===== src/sv/box_blur_line_rgb_assert.svh =====
// Assertion macros for the box blur line filter.
// Taken in by the modules that carry concurrent checks; no other dependencies.
`ifndef BOX_BLUR_LINE_RGB_ASSERT_SVH
`define BOX_BLUR_LINE_RGB_ASSERT_SVH
`ifndef SYNTHESIS
// check out of reset
`define BBL_ASSERT(lbl, clk, rstn, prop, msg) \
    lbl: assert property (@(posedge clk) disable iff (!(rstn)) (prop)) else $error(msg);
// check the cycle after reset is applied
`define BBL_ASSERT_RST(lbl, clk, rstn, prop, msg) \
    lbl: assert property (@(posedge clk) (!(rstn)) |=> (prop)) else $error(msg);
`else
`define BBL_ASSERT(lbl, clk, rstn, prop, msg)
`define BBL_ASSERT_RST(lbl, clk, rstn, prop, msg)
`endif
`endif


===== src/sv/bbl_pkg.sv =====
// Shared constants and types for the box blur line filter.
// No dependencies; imported by every module of the block.
`timescale 1ns / 1ps

package bbl_pkg;

    localparam int PIX_W       = 8;
    localparam int CH_N        = 3;
    localparam int RAD_W       = 5;
    localparam int MAX_RADIUS  = 31;
    localparam int MAX_LINE    = 4096;

    localparam int STORE_DEPTH = 2 * MAX_RADIUS + 2;
    localparam int SLOT_W      = $clog2(STORE_DEPTH);
    localparam int POS_W       = $clog2(MAX_LINE);
    localparam int CNT_W       = $clog2(2 * MAX_RADIUS + 2);
    localparam int SUM_W       = PIX_W + $clog2(STORE_DEPTH);
    localparam int ARITH_W     = (POS_W > RAD_W + 1) ? POS_W + 1 : RAD_W + 2;

    localparam int QUO_W       = PIX_W;
    localparam int DIV_CELLS   = QUO_W;

    localparam int OFIFO_DEPTH = 16;
    localparam int OFIFO_PTR_W = $clog2(OFIFO_DEPTH);
    localparam int OFIFO_LVL_W = $clog2(OFIFO_DEPTH + 1);

    localparam int APB_ADDR_W  = 3;
    localparam int APB_DATA_W  = 32;

    // register word indexes
    localparam logic [APB_ADDR_W-3:0] REG_IDX_RADIUS = '0;
    localparam logic [RAD_W-1:0]      RADIUS_RESET   = RAD_W'(1);

    // one division in flight: divisor shifted to the current quotient bit,
    // partial remainders and quotients of the three channels
    typedef struct packed {
        logic                            valid;
        logic                            done;
        logic [SUM_W-1:0]                dvs;
        logic [CH_N-1:0][SUM_W-1:0]      rem;
        logic [CH_N-1:0][QUO_W-1:0]      quo;
    } div_lane_t;

    typedef struct packed {
        logic [PIX_W-1:0] red;
        logic [PIX_W-1:0] green;
        logic [PIX_W-1:0] blue;
        logic             done;
    } pix_out_t;

endpackage


===== src/sv/box_blur_line_rgb.sv =====
// Top level of the box blur line filter: window store, running sums,
// flush sequencer, divider chain and result queue.
// Depends on bbl_pkg, bbl_div_cell, bbl_out_fifo and the assertion header.
`timescale 1ns / 1ps
`include "box_blur_line_rgb_assert.svh"

// One-dimensional box filter over a line of RGB pixels (rows, or columns for
// the vertical pass). Pixels come in one per transfer on s_*, the final pixel
// of a line flagged by s_last_in_line; a pixel at position MAX_LINE-1 ends the
// line regardless. Each output is floor(window sum / window count) per
// channel, the window being position +/- radius clipped to the line ends.
// An output leaves once its window is complete, so results trail the input by
// radius pixels; the last pixel flushes the rest and m_line_done marks the
// final result of the line.
// Rate: one pixel per clock while a line streams and credits remain. The last
// pixel of a line is followed by a flush of the min(n, radius) results still
// pending (n = its position), one per step, during which s_ready is low; this is
// set by the single read port of the window store, one pixel dropped per step.
// A pixel transfer reaches the result it completes through the store read
// register, the sum update register, eight divider cells (one per quotient bit)
// and the result queue. The queue holds 16 results and a credit count keeps the
// pipeline from issuing more than it has room for, so a stalled m_ready stops
// intake only once 16 results are owed.
// The radius register (offset 0) is sampled at the first pixel of a line; a
// write mid-line takes effect on the next line. Radius 0 passes pixels through.
// The window store is not cleared after reset: every read hits a pixel written
// earlier in the same line, so it needs no clearing pass.
module box_blur_line_rgb import bbl_pkg::*; (
    input  logic                  aclk,
    input  logic                  aresetn,
    // configuration port
    input  logic                  psel,
    input  logic                  penable,
    input  logic                  pwrite,
    input  logic [APB_ADDR_W-1:0] paddr,
    input  logic [APB_DATA_W-1:0] pwdata,
    output logic [APB_DATA_W-1:0] prdata,
    output logic                  pready,
    // pixel input
    input  logic                  s_valid,
    output logic                  s_ready,
    input  logic [PIX_W-1:0]      s_red_in,
    input  logic [PIX_W-1:0]      s_green_in,
    input  logic [PIX_W-1:0]      s_blue_in,
    input  logic                  s_last_in_line,
    // result output
    output logic                  m_valid,
    input  logic                  m_ready,
    output logic [PIX_W-1:0]      m_red_out,
    output logic [PIX_W-1:0]      m_green_out,
    output logic [PIX_W-1:0]      m_blue_out,
    output logic                  m_line_done
);

    typedef enum logic [1:0] {
        ST_RUN   = 2'b01,
        ST_FLUSH = 2'b10
    } seq_state_t;

    // one step of the sum pipeline: add a pixel, drop one, emit an average
    typedef struct packed {
        logic                       valid;
        logic                       first;
        logic                       add;
        logic                       drop;
        logic                       emit;
        logic                       done;
        logic [CNT_W-1:0]           count;
        logic [CH_N-1:0][PIX_W-1:0] px;
    } op_t;

    // ------------------------------------------------------------------
    // Configuration
    // ------------------------------------------------------------------
    logic [RAD_W-1:0] radius_reg;
    logic             cfg_wr;
    logic             cfg_hit;

    assign pready  = 1'b1;
    assign cfg_hit = (paddr[APB_ADDR_W-1:2] == REG_IDX_RADIUS);
    assign cfg_wr  = psel && penable && pwrite && cfg_hit;
    assign prdata  = cfg_hit ? APB_DATA_W'(radius_reg) : '0;

    always_ff @(posedge aclk) begin
        if (!aresetn) begin
            radius_reg <= RADIUS_RESET;
        end else if (cfg_wr) begin
            radius_reg <= pwdata[RAD_W-1:0];
        end
    end

    // ------------------------------------------------------------------
    // Front end: line position, flush sequencer, store addressing
    // ------------------------------------------------------------------
    seq_state_t              state_reg, state_next;
    logic [POS_W-1:0]        pos_reg, pos_next;
    logic [SLOT_W-1:0]       wr_slot_reg, wr_slot_next;
    logic [RAD_W-1:0]        active_r_reg, active_r_next;
    logic [POS_W-1:0]        fl_q_reg, fl_q_next;
    logic [POS_W-1:0]        fl_n_reg, fl_n_next;
    logic [SLOT_W-1:0]       fl_slot_reg, fl_slot_next;
    logic [OFIFO_LVL_W-1:0]  credit_reg, credit_next;

    logic                    s_xfer;
    logic                    m_xfer;
    logic                    fl_go;
    logic                    is_first;
    logic                    last_eff;
    logic [RAD_W-1:0]        rad_sat;
    logic [RAD_W-1:0]        r_cur;
    logic [ARITH_W-1:0]      n_a, r_a, two_r_a, q0_a;
    logic                    drop_run, emit_run, done_run;
    logic [CNT_W-1:0]        count_run;
    logic [SLOT_W:0]         span, slot_diff;
    logic [SLOT_W-1:0]       drop_slot;
    logic [SLOT_W-1:0]       rd_slot;
    logic [ARITH_W-1:0]      fq_a, fn_a, fr_a, fl_low;
    logic                    drop_fl, done_fl;
    logic [CNT_W-1:0]        count_fl;

    function automatic logic [SLOT_W-1:0] slot_inc(input logic [SLOT_W-1:0] s);
        return (s == SLOT_W'(STORE_DEPTH - 1)) ? '0 : s + 1'b1;
    endfunction

    assign fl_go    = (state_reg == ST_FLUSH) && (credit_reg != '0);
    assign s_ready  = (state_reg == ST_RUN) && (credit_reg != '0);
    assign s_xfer   = s_valid && s_ready;
    assign is_first = (pos_reg == '0);
    assign last_eff = s_last_in_line || (pos_reg == POS_W'(MAX_LINE - 1));
    assign rad_sat  = (32'(radius_reg) > MAX_RADIUS) ? RAD_W'(MAX_RADIUS) : radius_reg;

    // streaming step at position n: the result for position n - radius
    always_comb begin
        r_cur     = is_first ? rad_sat : active_r_reg;
        n_a       = ARITH_W'(pos_reg);
        r_a       = ARITH_W'(r_cur);
        two_r_a   = r_a << 1;
        drop_run  = (n_a > two_r_a);
        q0_a      = (n_a >= r_a) ? n_a - r_a : '0;
        // clipped window size: min(n, 2r) + 1
        count_run = CNT_W'(((n_a >= two_r_a) ? two_r_a : n_a) + ARITH_W'(1));
        emit_run  = last_eff || (n_a >= r_a);
        done_run  = last_eff && (q0_a == n_a);
        // slot of the pixel leaving the window, n - 2r - 1 modulo the depth
        span      = ((SLOT_W + 1)'(r_cur) << 1) + (SLOT_W + 1)'(1);
        slot_diff = {1'b0, wr_slot_reg} - span;
        drop_slot = slot_diff[SLOT_W] ? SLOT_W'(slot_diff + (SLOT_W + 1)'(STORE_DEPTH))
                                      : slot_diff[SLOT_W-1:0];
    end

    // flush step for pending position q of a line ending at n
    always_comb begin
        fq_a     = ARITH_W'(fl_q_reg);
        fn_a     = ARITH_W'(fl_n_reg);
        fr_a     = ARITH_W'(active_r_reg);
        fl_low   = (fq_a >= fr_a) ? fq_a - fr_a : '0;
        count_fl = CNT_W'(fn_a - fl_low + ARITH_W'(1));
        drop_fl  = (fq_a > fr_a);
        done_fl  = (fl_q_reg == fl_n_reg);
    end

    assign rd_slot = (state_reg == ST_FLUSH) ? fl_slot_reg : drop_slot;

    always_comb begin
        state_next    = state_reg;
        pos_next      = pos_reg;
        wr_slot_next  = wr_slot_reg;
        active_r_next = active_r_reg;
        fl_q_next     = fl_q_reg;
        fl_n_next     = fl_n_reg;
        fl_slot_next  = fl_slot_reg;
        case (state_reg)
            ST_RUN: begin
                if (s_xfer) begin
                    if (is_first) begin
                        active_r_next = rad_sat;
                    end
                    if (last_eff) begin
                        pos_next     = '0;
                        wr_slot_next = '0;
                        if (!done_run) begin
                            state_next   = ST_FLUSH;
                            fl_q_next    = POS_W'(q0_a + ARITH_W'(1));
                            fl_n_next    = pos_reg;
                            fl_slot_next = slot_inc(drop_slot);
                        end
                    end else begin
                        pos_next     = pos_reg + 1'b1;
                        wr_slot_next = slot_inc(wr_slot_reg);
                    end
                end
            end
            ST_FLUSH: begin
                if (fl_go) begin
                    fl_q_next    = fl_q_reg + 1'b1;
                    fl_slot_next = slot_inc(fl_slot_reg);
                    if (done_fl) begin
                        state_next = ST_RUN;
                    end
                end
            end
            default: begin
                state_next = ST_RUN;
            end
        endcase
    end

    always_ff @(posedge aclk) begin
        if (!aresetn) begin
            state_reg    <= ST_RUN;
            pos_reg      <= '0;
            wr_slot_reg  <= '0;
            active_r_reg <= '0;
        end else begin
            state_reg    <= state_next;
            pos_reg      <= pos_next;
            wr_slot_reg  <= wr_slot_next;
            active_r_reg <= active_r_next;
        end
    end

    always_ff @(posedge aclk) begin
        fl_q_reg    <= fl_q_next;
        fl_n_reg    <= fl_n_next;
        fl_slot_reg <= fl_slot_next;
    end

    // ------------------------------------------------------------------
    // Window store: written with each pixel, read for the leaving pixel
    // ------------------------------------------------------------------
    logic [CH_N-1:0][PIX_W-1:0] store_mem [STORE_DEPTH];
    logic [CH_N-1:0][PIX_W-1:0] rd_data_reg;
    logic [CH_N-1:0][PIX_W-1:0] px_in;

    assign px_in[0] = s_red_in;
    assign px_in[1] = s_green_in;
    assign px_in[2] = s_blue_in;

    always_ff @(posedge aclk) begin
        if (s_xfer) begin
            store_mem[wr_slot_reg] <= px_in;
        end
        rd_data_reg <= store_mem[rd_slot];
    end

    // ------------------------------------------------------------------
    // Step register and running sums
    // ------------------------------------------------------------------
    op_t op_reg, op_next;

    always_comb begin
        op_next.valid = s_xfer || fl_go;
        op_next.first = s_xfer && is_first;
        op_next.add   = s_xfer;
        op_next.drop  = s_xfer ? drop_run  : drop_fl;
        op_next.emit  = s_xfer ? emit_run  : 1'b1;
        op_next.done  = s_xfer ? done_run  : done_fl;
        op_next.count = s_xfer ? count_run : count_fl;
        op_next.px    = px_in;
    end

    always_ff @(posedge aclk) begin
        if (!aresetn) begin
            op_reg.valid <= 1'b0;
        end else begin
            op_reg <= op_next;
        end
    end

    logic [CH_N-1:0][SUM_W-1:0] sum_reg, sum_next;
    div_lane_t                  lane0_reg, lane0_next;

    always_comb begin
        for (int c = 0; c < CH_N; c++) begin
            sum_next[c] = (op_reg.first ? '0 : sum_reg[c])
                        + (op_reg.add  ? SUM_W'(op_reg.px[c])      : '0)
                        - (op_reg.drop ? SUM_W'(rd_data_reg[c])    : '0);
        end
        lane0_next.valid = op_reg.valid && op_reg.emit;
        lane0_next.done  = op_reg.done;
        lane0_next.dvs   = SUM_W'(op_reg.count) << (QUO_W - 1);
        lane0_next.rem   = sum_next;
        lane0_next.quo   = '0;
    end

    always_ff @(posedge aclk) begin
        if (!aresetn) begin
            sum_reg <= '0;
        end else if (op_reg.valid) begin
            sum_reg <= sum_next;
        end
    end

    always_ff @(posedge aclk) begin
        if (!aresetn) begin
            lane0_reg.valid <= 1'b0;
        end else begin
            lane0_reg <= lane0_next;
        end
    end

    // ------------------------------------------------------------------
    // Divider chain, one cell per quotient bit
    // ------------------------------------------------------------------
    div_lane_t lanes [DIV_CELLS + 1];

    assign lanes[0] = lane0_reg;

    for (genvar i = 0; i < DIV_CELLS; i++) begin : g_cells
        bbl_div_cell u_cell (
            .aclk     (aclk),
            .aresetn  (aresetn),
            .lane_in  (lanes[i]),
            .lane_out (lanes[i + 1])
        );
    end

    // ------------------------------------------------------------------
    // Result queue and credits
    // ------------------------------------------------------------------
    pix_out_t               fifo_in;
    pix_out_t               fifo_out;
    logic [OFIFO_LVL_W-1:0] fifo_level;

    assign fifo_in.red   = lanes[DIV_CELLS].quo[0];
    assign fifo_in.green = lanes[DIV_CELLS].quo[1];
    assign fifo_in.blue  = lanes[DIV_CELLS].quo[2];
    assign fifo_in.done  = lanes[DIV_CELLS].done;

    bbl_out_fifo u_out_fifo (
        .aclk     (aclk),
        .aresetn  (aresetn),
        .wr_en    (lanes[DIV_CELLS].valid),
        .wr_data  (fifo_in),
        .rd_en    (m_xfer),
        .rd_valid (m_valid),
        .rd_data  (fifo_out),
        .level    (fifo_level)
    );

    assign m_xfer      = m_valid && m_ready;
    assign m_red_out   = fifo_out.red;
    assign m_green_out = fifo_out.green;
    assign m_blue_out  = fifo_out.blue;
    assign m_line_done = fifo_out.done;

    // a credit is a queue slot not yet promised to a result in flight
    assign credit_next = credit_reg
                       - OFIFO_LVL_W'(op_next.valid && op_next.emit)
                       + OFIFO_LVL_W'(m_xfer);

    always_ff @(posedge aclk) begin
        if (!aresetn) begin
            credit_reg <= OFIFO_LVL_W'(OFIFO_DEPTH);
        end else begin
            credit_reg <= credit_next;
        end
    end

    // ------------------------------------------------------------------
    // Checks
    // ------------------------------------------------------------------
    `BBL_ASSERT(a_credit_bound, aclk, aresetn,
        (32'(credit_reg) + 32'(fifo_level)) <= OFIFO_DEPTH,
        "credits and queued results exceed queue depth")
    `BBL_ASSERT(a_flush_range, aclk, aresetn,
        (state_reg == ST_FLUSH) |-> ((fl_q_reg <= fl_n_reg) && (fl_q_reg != '0)),
        "flush position outside the line")
    `BBL_ASSERT(a_count_range, aclk, aresetn,
        (op_reg.valid && op_reg.emit) |-> ((op_reg.count != '0)
            && (32'(op_reg.count) <= 2 * 32'(active_r_reg) + 1)),
        "window count out of range")
    `BBL_ASSERT(a_line_restart, aclk, aresetn,
        (s_valid && s_ready && s_last_in_line) |=> (pos_reg == '0),
        "line position not cleared after last pixel")
    `BBL_ASSERT_RST(a_reset_credit, aclk, aresetn,
        (credit_reg == OFIFO_LVL_W'(OFIFO_DEPTH)),
        "credits not restored by reset")

endmodule


===== src/sv/bbl_div_cell.sv =====
// One cell of the divider chain: resolves one quotient bit per channel.
// Depends on bbl_pkg (div_lane_t, widths).
`timescale 1ns / 1ps

module bbl_div_cell import bbl_pkg::*; (
    input  logic      aclk,
    input  logic      aresetn,
    input  div_lane_t lane_in,
    output div_lane_t lane_out
);

    div_lane_t lane_reg;
    div_lane_t lane_next;

    // restoring step: subtract when the shifted divisor fits
    always_comb begin
        lane_next     = lane_in;
        lane_next.dvs = lane_in.dvs >> 1;
        for (int c = 0; c < CH_N; c++) begin
            if (lane_in.rem[c] >= lane_in.dvs) begin
                lane_next.rem[c] = lane_in.rem[c] - lane_in.dvs;
                lane_next.quo[c] = {lane_in.quo[c][QUO_W-2:0], 1'b1};
            end else begin
                lane_next.quo[c] = {lane_in.quo[c][QUO_W-2:0], 1'b0};
            end
        end
    end

    always_ff @(posedge aclk) begin
        if (!aresetn) begin
            lane_reg.valid <= 1'b0;
        end else begin
            lane_reg <= lane_next;
        end
    end

    assign lane_out = lane_reg;

endmodule


===== src/sv/bbl_out_fifo.sv =====
// Result queue between the divider chain and the output channel.
// Depends on bbl_pkg (pix_out_t, queue depth).
`timescale 1ns / 1ps

module bbl_out_fifo import bbl_pkg::*; (
    input  logic                   aclk,
    input  logic                   aresetn,
    input  logic                   wr_en,
    input  pix_out_t               wr_data,
    input  logic                   rd_en,
    output logic                   rd_valid,
    output pix_out_t               rd_data,
    output logic [OFIFO_LVL_W-1:0] level
);

    pix_out_t                 fifo_reg [OFIFO_DEPTH];
    logic [OFIFO_PTR_W-1:0]   wr_ptr_reg, wr_ptr_next;
    logic [OFIFO_PTR_W-1:0]   rd_ptr_reg, rd_ptr_next;
    logic [OFIFO_LVL_W-1:0]   level_reg, level_next;

    function automatic logic [OFIFO_PTR_W-1:0] ptr_inc(input logic [OFIFO_PTR_W-1:0] p);
        return (p == OFIFO_PTR_W'(OFIFO_DEPTH - 1)) ? '0 : p + 1'b1;
    endfunction

    always_comb begin
        wr_ptr_next = wr_en ? ptr_inc(wr_ptr_reg) : wr_ptr_reg;
        rd_ptr_next = rd_en ? ptr_inc(rd_ptr_reg) : rd_ptr_reg;
        level_next  = level_reg + OFIFO_LVL_W'(wr_en) - OFIFO_LVL_W'(rd_en);
    end

    always_ff @(posedge aclk) begin
        if (wr_en) begin
            fifo_reg[wr_ptr_reg] <= wr_data;
        end
    end

    always_ff @(posedge aclk) begin
        if (!aresetn) begin
            wr_ptr_reg <= '0;
            rd_ptr_reg <= '0;
            level_reg  <= '0;
        end else begin
            wr_ptr_reg <= wr_ptr_next;
            rd_ptr_reg <= rd_ptr_next;
            level_reg  <= level_next;
        end
    end

    assign rd_valid = (level_reg != '0);
    assign rd_data  = fifo_reg[rd_ptr_reg];
    assign level    = level_reg;

endmodule


===== config.mk =====
export PLATFORM = sky130hd
export DESIGN_NAME = box_blur_line_rgb
export DESIGN_NICKNAME = d
export VERILOG_FILES = /design/src/sv/bbl_pkg.sv /design/src/sv/box_blur_line_rgb.sv /design/src/sv/bbl_div_cell.sv /design/src/sv/bbl_out_fifo.sv
export VERILOG_INCLUDE_DIRS = /design/src /design/src/sv
export SDC_FILE = /design/constraint.sdc
export NUM_CORES = 2
export LEC_CHECK = 0
export ABC_AREA = 0
export CELL_PAD_IN_SITES_DETAIL_PLACEMENT = 1
export CELL_PAD_IN_SITES_GLOBAL_PLACEMENT = 1
export CORE_AREA = 2 2 423 530
export CTS_CLUSTER_DIAMETER = 120
export DETAILED_ROUTE_END_ITERATION = 10
export DIE_AREA = 0 0 425 532
export DONT_BUFFER_PORTS = 1
export GPL_ROUTABILITY_DRIVEN = 0
export PLACE_DENSITY = 0.75
export REMOVE_ABC_BUFFERS = 1
export SYNTH_ARGS = -nofsm -noshare
export SYNTH_HDL_FRONTEND = slang
export SYNTH_SLANG_ARGS = --single-unit
export TNS_END_PERCENT = 10

===== constraint.sdc =====
create_clock -name aclk -period 8.36 [get_ports aclk]
set_clock_uncertainty 0.1 [all_clocks]
set_input_delay 1.672 -clock aclk [delete_from_list [all_inputs] [get_ports aclk]]
set_output_delay 1.672 -clock aclk [all_outputs]
set_load 0.1 [all_outputs]

Word level (Yosys, flattened, before mapping)
Memory sizes are Yosys's and may differ from the RTL's. A register that Yosys moved wholly into a read port is not among the register bits.
Cells that the tools add are included.
- word-level logic and storage cells: 310
- memories: 2
- RAM bits: 1936
- register bits: 666
- reductions and logical operators: 22
- equal/unequal tests: 15
- order comparisons: 29
- mux-type cells: 94
- $add $sub $neg: 47
- bitwise gates (word level): 2
- memories (memory ; words ; width ; rd ports ; clocked after memory_dff ; write ports ; RTL line ; source):
    store_mem ; 64 ; 24 ; 1 ; 1 ; 1 ; box_blur_line_rgb.sv:231 ; logic [CH_N-1:0][PIX_W-1:0] store_mem [STORE_DEPTH];
    u_out_fifo.fifo_reg ; 16 ; 25 ; 1 ; 1 ; 1 ; bbl_out_fifo.sv:16 ; pix_out_t fifo_reg [OFIFO_DEPTH];
- operator list (kind ; number):
    two-way mux 14 bit ; 24
    subtractor 14 x 8 -> 14 bit ; 6
    two-way mux 6 bit ; 13
    two-way mux 12 bit ; 5
    two-way mux 8 bit ; 6
    adder 14 x 8 -> 14 bit ; 3
    greater-or-equal comparator 14 x 10 -> 1 bit ; 3
    greater-or-equal comparator 14 x 11 -> 1 bit ; 3
    greater-or-equal comparator 14 x 12 -> 1 bit ; 3
    greater-or-equal comparator 14 x 13 -> 1 bit ; 3
    greater-or-equal comparator 14 x 6 -> 1 bit ; 3
    greater-or-equal comparator 14 x 7 -> 1 bit ; 3
    greater-or-equal comparator 14 x 8 -> 1 bit ; 3
    greater-or-equal comparator 14 x 9 -> 1 bit ; 3
    subtractor 14 x 10 -> 14 bit ; 3
    subtractor 14 x 11 -> 14 bit ; 3
    subtractor 14 x 12 -> 14 bit ; 3
    subtractor 14 x 13 -> 14 bit ; 3
    subtractor 14 x 7 -> 14 bit ; 3
    subtractor 14 x 9 -> 14 bit ; 3
    adder 12 x 1 -> 12 bit (second input constant) ; 3
    adder 6 x 1 -> 6 bit (second input constant) ; 6
    two-way mux 1 bit ; 31
    greater-or-equal comparator 12 x 5 -> 1 bit ; 2
    other kinds (35) ; 68

Depth between registers and ports, before layout
- depth after elaboration: 12
- depth in mapped cells: 25
- depth with buffers taken out: 24

Hierarchy
From an unflattened synthesis, not the netlist that was laid out.
- cells, all modules: 10251
- area total of the unflattened synthesis: 131187.1 sq um
- modules (own cells, without submodules) (module ; times used ; cells each ; seq. area each (sq um) ; area an instance (sq um)):
    box_blur_line_rgb ; 1 ; 5922 ; 51609.5 ; 74022.2
    bbl_div_cell at g_cells[0].u_cell ... ; 7 ; 454 ; 2422.3 ; 5178.7
    bbl_out_fifo ; 1 ; 718 ; 12351.8 ; 15881.5
    bbl_div_cell at g_cells[7].u_cell ; 1 ; 433 ; 2422.3 ; 5032.3

Least setup slack after synthesis
No wires, ideal clock.
- kind: reg-to-reg
- from: register pos_reg[1]
- to: register fl_q_reg[0], enable pin
- cell stages (with the launch flop): 18
- path buffers: 1
- arrival time: 4.877 ns
- path slack: 2.965 ns
- period minus slack after synthesis: 5.395 ns
- cell sequence: dfxtp_1 clkbuf_1 inv_1 ha_1 nor4b_2 nand3_1 mux2i_1 inv_1 ha_1 inv_1 ha_1 a2111oi_1 a21oi_1 o311ai_0 nand2_1 xnor2_1 nor4_2 o21ai_0
- word-level cells in the longest chain between the ends: 8
- RTL lines (what ; RTL line ; source):
    start: declaration ; box_blur_line_rgb.sv:96 ; logic [POS_W-1:0] pos_reg, pos_next;
    start signal: assignment ; box_blur_line_rgb.sv:216 ; pos_reg <= pos_next;
    logical NOT 12 bit * ; box_blur_line_rgb.sv:128 ; assign is_first = (pos_reg == '0);
    two-way mux 5 bit * ; -- ;
    named net r_cur[0] ; box_blur_line_rgb.sv:110 ; logic [RAD_W-1:0] r_cur;
    subtractor 12 x 5 -> 13 bit or greater-or-equal comparator 12 x 5 -> 1 bit (tied branches) ; box_blur_line_rgb.sv:139 ; q0_a = (n_a >= r_a) ? n_a - r_a : '0;
    two-way mux 13 bit * ; box_blur_line_rgb.sv:139 ;
    equality test 13 x 12 -> 1 bit * ; box_blur_line_rgb.sv:143 ; done_run = last_eff && (q0_a == n_a);
    logical AND 1 bit * ; box_blur_line_rgb.sv:143 ;
    inequality test 2 bit (no line) * ; -- ;
    AND reduction 5 bit (no line) * ; -- ;
    end signal: assignment ; box_blur_line_rgb.sv:223 ; fl_q_reg <= fl_q_next;
    end: declaration ; box_blur_line_rgb.sv:99 ; logic [POS_W-1:0] fl_q_reg, fl_q_next;
The timed path passes the listed nets; every way through them passes the cells marked *.
A chain may end at the register's enable or synchronous reset.

Worst setup path in the final report
- from: register pos_reg[1]
- to: register rd_data_reg[4] in the netlist's numbering, read port of store_mem
- word-level cells in the longest chain between the ends: 7
- RTL lines (what ; RTL line ; source):
    logical NOT 12 bit * ; box_blur_line_rgb.sv:128 ;
    two-way mux 5 bit * ; -- ;
    adder 6 x 1 -> 7 bit * ; box_blur_line_rgb.sv:145 ; span = ((SLOT_W + 1)'(r_cur) << 1) + (SLOT_W + 1)'(1);
    subtractor 6 x 7 -> 7 bit * ; box_blur_line_rgb.sv:146 ; slot_diff = {1'b0, wr_slot_reg} - span;
    adder 6 x 1 -> 6 bit ; box_blur_line_rgb.sv:147 ; drop_slot = slot_diff[SLOT_W] ? SLOT_W'(slot_diff + (SLOT_W + 1)'(STORE_DEPTH))
    two-way mux 6 bit * ; box_blur_line_rgb.sv:147 ;
    two-way mux 6 bit * ; box_blur_line_rgb.sv:162 ; assign rd_slot = (state_reg == ST_FLUSH) ? fl_slot_reg : drop_slot;
    end: declaration ; box_blur_line_rgb.sv:232 ; logic [CH_N-1:0][PIX_W-1:0] rd_data_reg;
Mark *: on every way between the ends. The rest lies on a longest branch, timed or not.

==> flow_metrics.env <==
export IMPL_status="finished with violations"
export IMPL_violations="slew limit"
export IMPL_powerDensity_nw_per_um2=309.0
export IMPL_rsz0062_at_grt="false"
export IMPL_drv_slew=483
export IMPL_min_period_ns=6.424
export IMPL_via_per_inst=5.940
export IMPL_maxCapViolations=0
export IMPL_clock_sinks=2630
export IMPL_die_area_um2=226100
export IMPL_hold_viol=0
export IMPL_worstMarginPinSlew_ns=2.300
export IMPL_fin_ws_ns=1.936
export IMPL_yosys_warnings=0
export IMPL_critPathMaxFanout=14
export IMPL_synth_edf_count=2502
export IMPL_critPathKind="register to register"
export IMPL_ys_seq_area_share_pct=70.56
export IMPL_mostFrequentLayoutCells="2502 x edfxtp_1, 509 x mux4_2, 415 x mux2i_1"
export IMPL_dr_first_iter_drc_count=4465
export IMPL_whs_ns=0.2834
export IMPL_synth_cell_types=86
export IMPL_start_util_pct=49.89
export IMPL_row_count=193
export IMPL_ant_nets=0
export IMPL_finalWirelength_um=270200
export IMPL_syn_cell_area_um2=110100
export IMPL_p_total_mw=37.92
export IMPL_postCtsSetupBuffers=0
export IMPL_h_tree_depth=5
export IMPL_grtUsageTotal_pct=23.92
export IMPL_fin_setup_tns_ns=0
export IMPL_crit_arrival_ns=7.19
export IMPL_max_freq_mhz=155.7
export IMPL_grt_pass1_vias=61032
export IMPL_route_detailed_drc=0
export IMPL_clk_latency_ns=0.96
export IMPL_p_leak_nw=41.84
export IMPL_grt_pass1_wl_um=399100
export IMPL_ys_flop_type="edfxtp_1"
export IMPL_grt_max_degree=556
export IMPL_place_port_buffers=0
export IMPL_pin_count=127
export IMPL_synth_async_sr_flop_share_pct=0
export IMPL_vdd_drop_max_v=0.0002573
export IMPL_layout_nets=6702
export IMPL_synth_seq_cells=2630
export IMPL_dp_slack_ns=1.900
export IMPL_drt_pass1_iter_count=5
export IMPL_clockBufferDepth=4
export IMPL_holdBufCountCts=0
export IMPL_fp_dieH_um=532
export IMPL_fin_crit_sh_pct=76.85
export IMPL_netlist_instances=6175
export IMPL_min_path_type="register to register"
export IMPL_avgSynthCellArea_um2=17.83
export IMPL_wl_per_cell_um=28.52
export IMPL_setup_violations=0
export IMPL_cts_root_buf="clkbuf_16"
export IMPL_gr_total_overflow=0
export IMPL_die_width_um=425
export IMPL_crit_required_ns=9.13
export IMPL_fin_util_pct=55.60
export IMPL_cts_reportedPaths_clkPinSlew_ns=0.06
export IMPL_layout_commonest_cell="edfxtp_1"
export IMPL_ctsResizeCount=0
export IMPL_start_kind="register"
export IMPL_numCtsBuffers=275
export IMPL_hpwl_um=161500
export IMPL_core_area_um2=220700
export IMPL_drive_above_1_share_pct=17.72
export IMPL_slew_headroom_pct=-53.32
export IMPL_num_vias=56277
export IMPL_cp_end_kind="register"
export IMPL_largest_reg_flops=1536
export IMPL_antenna_found_initial=9
export IMPL_syn_to_final_growth_pct=11.46
export IMPL_cts_tree="built"
critical path, cell delays in order, from the launching register on:
cell	delay, ns
dfxtp_1	0.45
inv_1	0.22
ha_1	0.19
nor4b_2	0.42
nand3_1	0.42
mux2i_1	0.74
ha_1	0.38
a21o_1	0.20
maj3_2	0.34
xnor2_1	0.23
mux2i_4	0.84
buf_4	0.49
mux2i_1	0.69
mux2i_1	0.38
mux2i_1	0.21
synthesized netlist by cell type, types with 50 or more instances:
| cell type | instances | share of area [%] |
|---|---|---|
| ha_1 | 230 | 2.6 |
| nor2b_1 | 57 | 0.32 |
| mux4_2 | 509 | 10 |
| a21o_1 | 71 | 0.48 |
| buf_2 | 61 | 0.28 |
| a21oi_1 | 185 | 0.84 |
| nor3_1 | 78 | 0.35 |
| o21ai_0 | 125 | 0.57 |
| edfxtp_1 | 2502 | 68 |
| inv_1 | 255 | 0.87 |
| nand2_1 | 196 | 0.67 |
| nand3_1 | 53 | 0.24 |
| xor2_1 | 91 | 0.72 |
| nor2_1 | 330 | 1.1 |
| nand2b_1 | 82 | 0.47 |
| clkbuf_1 | 138 | 0.47 |
| fa_1 | 50 | 0.91 |
| and2_1 | 61 | 0.35 |
| dfxtp_1 | 128 | 2.3 |
| mux2i_1 | 417 | 3.8 |
| xnor2_1 | 152 | 1.2 |
power by group:
group          total [mW]  switching, mW  leakage (nW)  internal, mW
logic                9.34           5.44          13.9          3.90
registers            16.7          0.807          23.8          15.9
clock network        11.9           4.97          4.19          6.89
total                37.9           11.2          41.8          26.7
routing by layer:
layer / share of wire [%] / GRT usage [%] / vias up
li1: - / - / 24461
met1: 37 / 27.73 / 29535
met2: 54 / 43.53 / 1765
met3: 5.0 / 3.402 / 512
met4: 4.8 / 11.00 / 4
met5: 0.0085 / 0 / -
logic make-up (layout without fill, tap and decap cells):
family	after synthesis	count (layout)	synth area share [%]
AO/OA/AOI/OAI	513	513	2.869
XOR/XNOR	243	243	1.933
buffers and inverters	523	870	1.980
AND/OR/NAND/NOR	1035	1035	4.689
flip-flops	2630	2630	70.56
multiplexers	944	944	14.39
adder cells (fa/ha/maj)	285	285	3.570
other	2	30	0.006821
per-stage QoR:
step	std cells	cell area (um2)
2_1_floorplan	5935	109000
3_3_place_gp	9003	114100
3_5_place_dp	9003	114100
4_1_cts	9473	122700
5_1_grt	9474	122700
6_report	9475	122700
layout make-up:
type | instances | area, um2
clock buffer | 338 | 7357
timing repair buffer | 143 | 1211
multi-input combinational | 3048 | 30600
inverter | 257 | 964.7
sequential | 2630 | 77700
clock inverter | 132 | 1226
fill | 19721 | 97990
antenna | 2 | 5.005
tap | 2925 | 3660
worst paths after layout:
check                                          start                                      end  slack, ns  cells after the start
max reg2reg                  pos_reg[1]$_SDFFE_PN0P_                   rd_data_reg[4]$_DFF_P_       1.94                     14
min reg2reg  g_cells[4].u_cell.lane_out[2]$_DFFE_PP_  g_cells[5].u_cell.lane_out[3]$_DFFE_PP_       0.28                      0
max                          pos_reg[1]$_SDFFE_PN0P_                   rd_data_reg[4]$_DFF_P_       1.94                     14
min          g_cells[4].u_cell.lane_out[2]$_DFFE_PP_  g_cells[5].u_cell.lane_out[3]$_DFFE_PP_       0.28                      0
No activity file was read; power rests on OpenSTA's default activity.
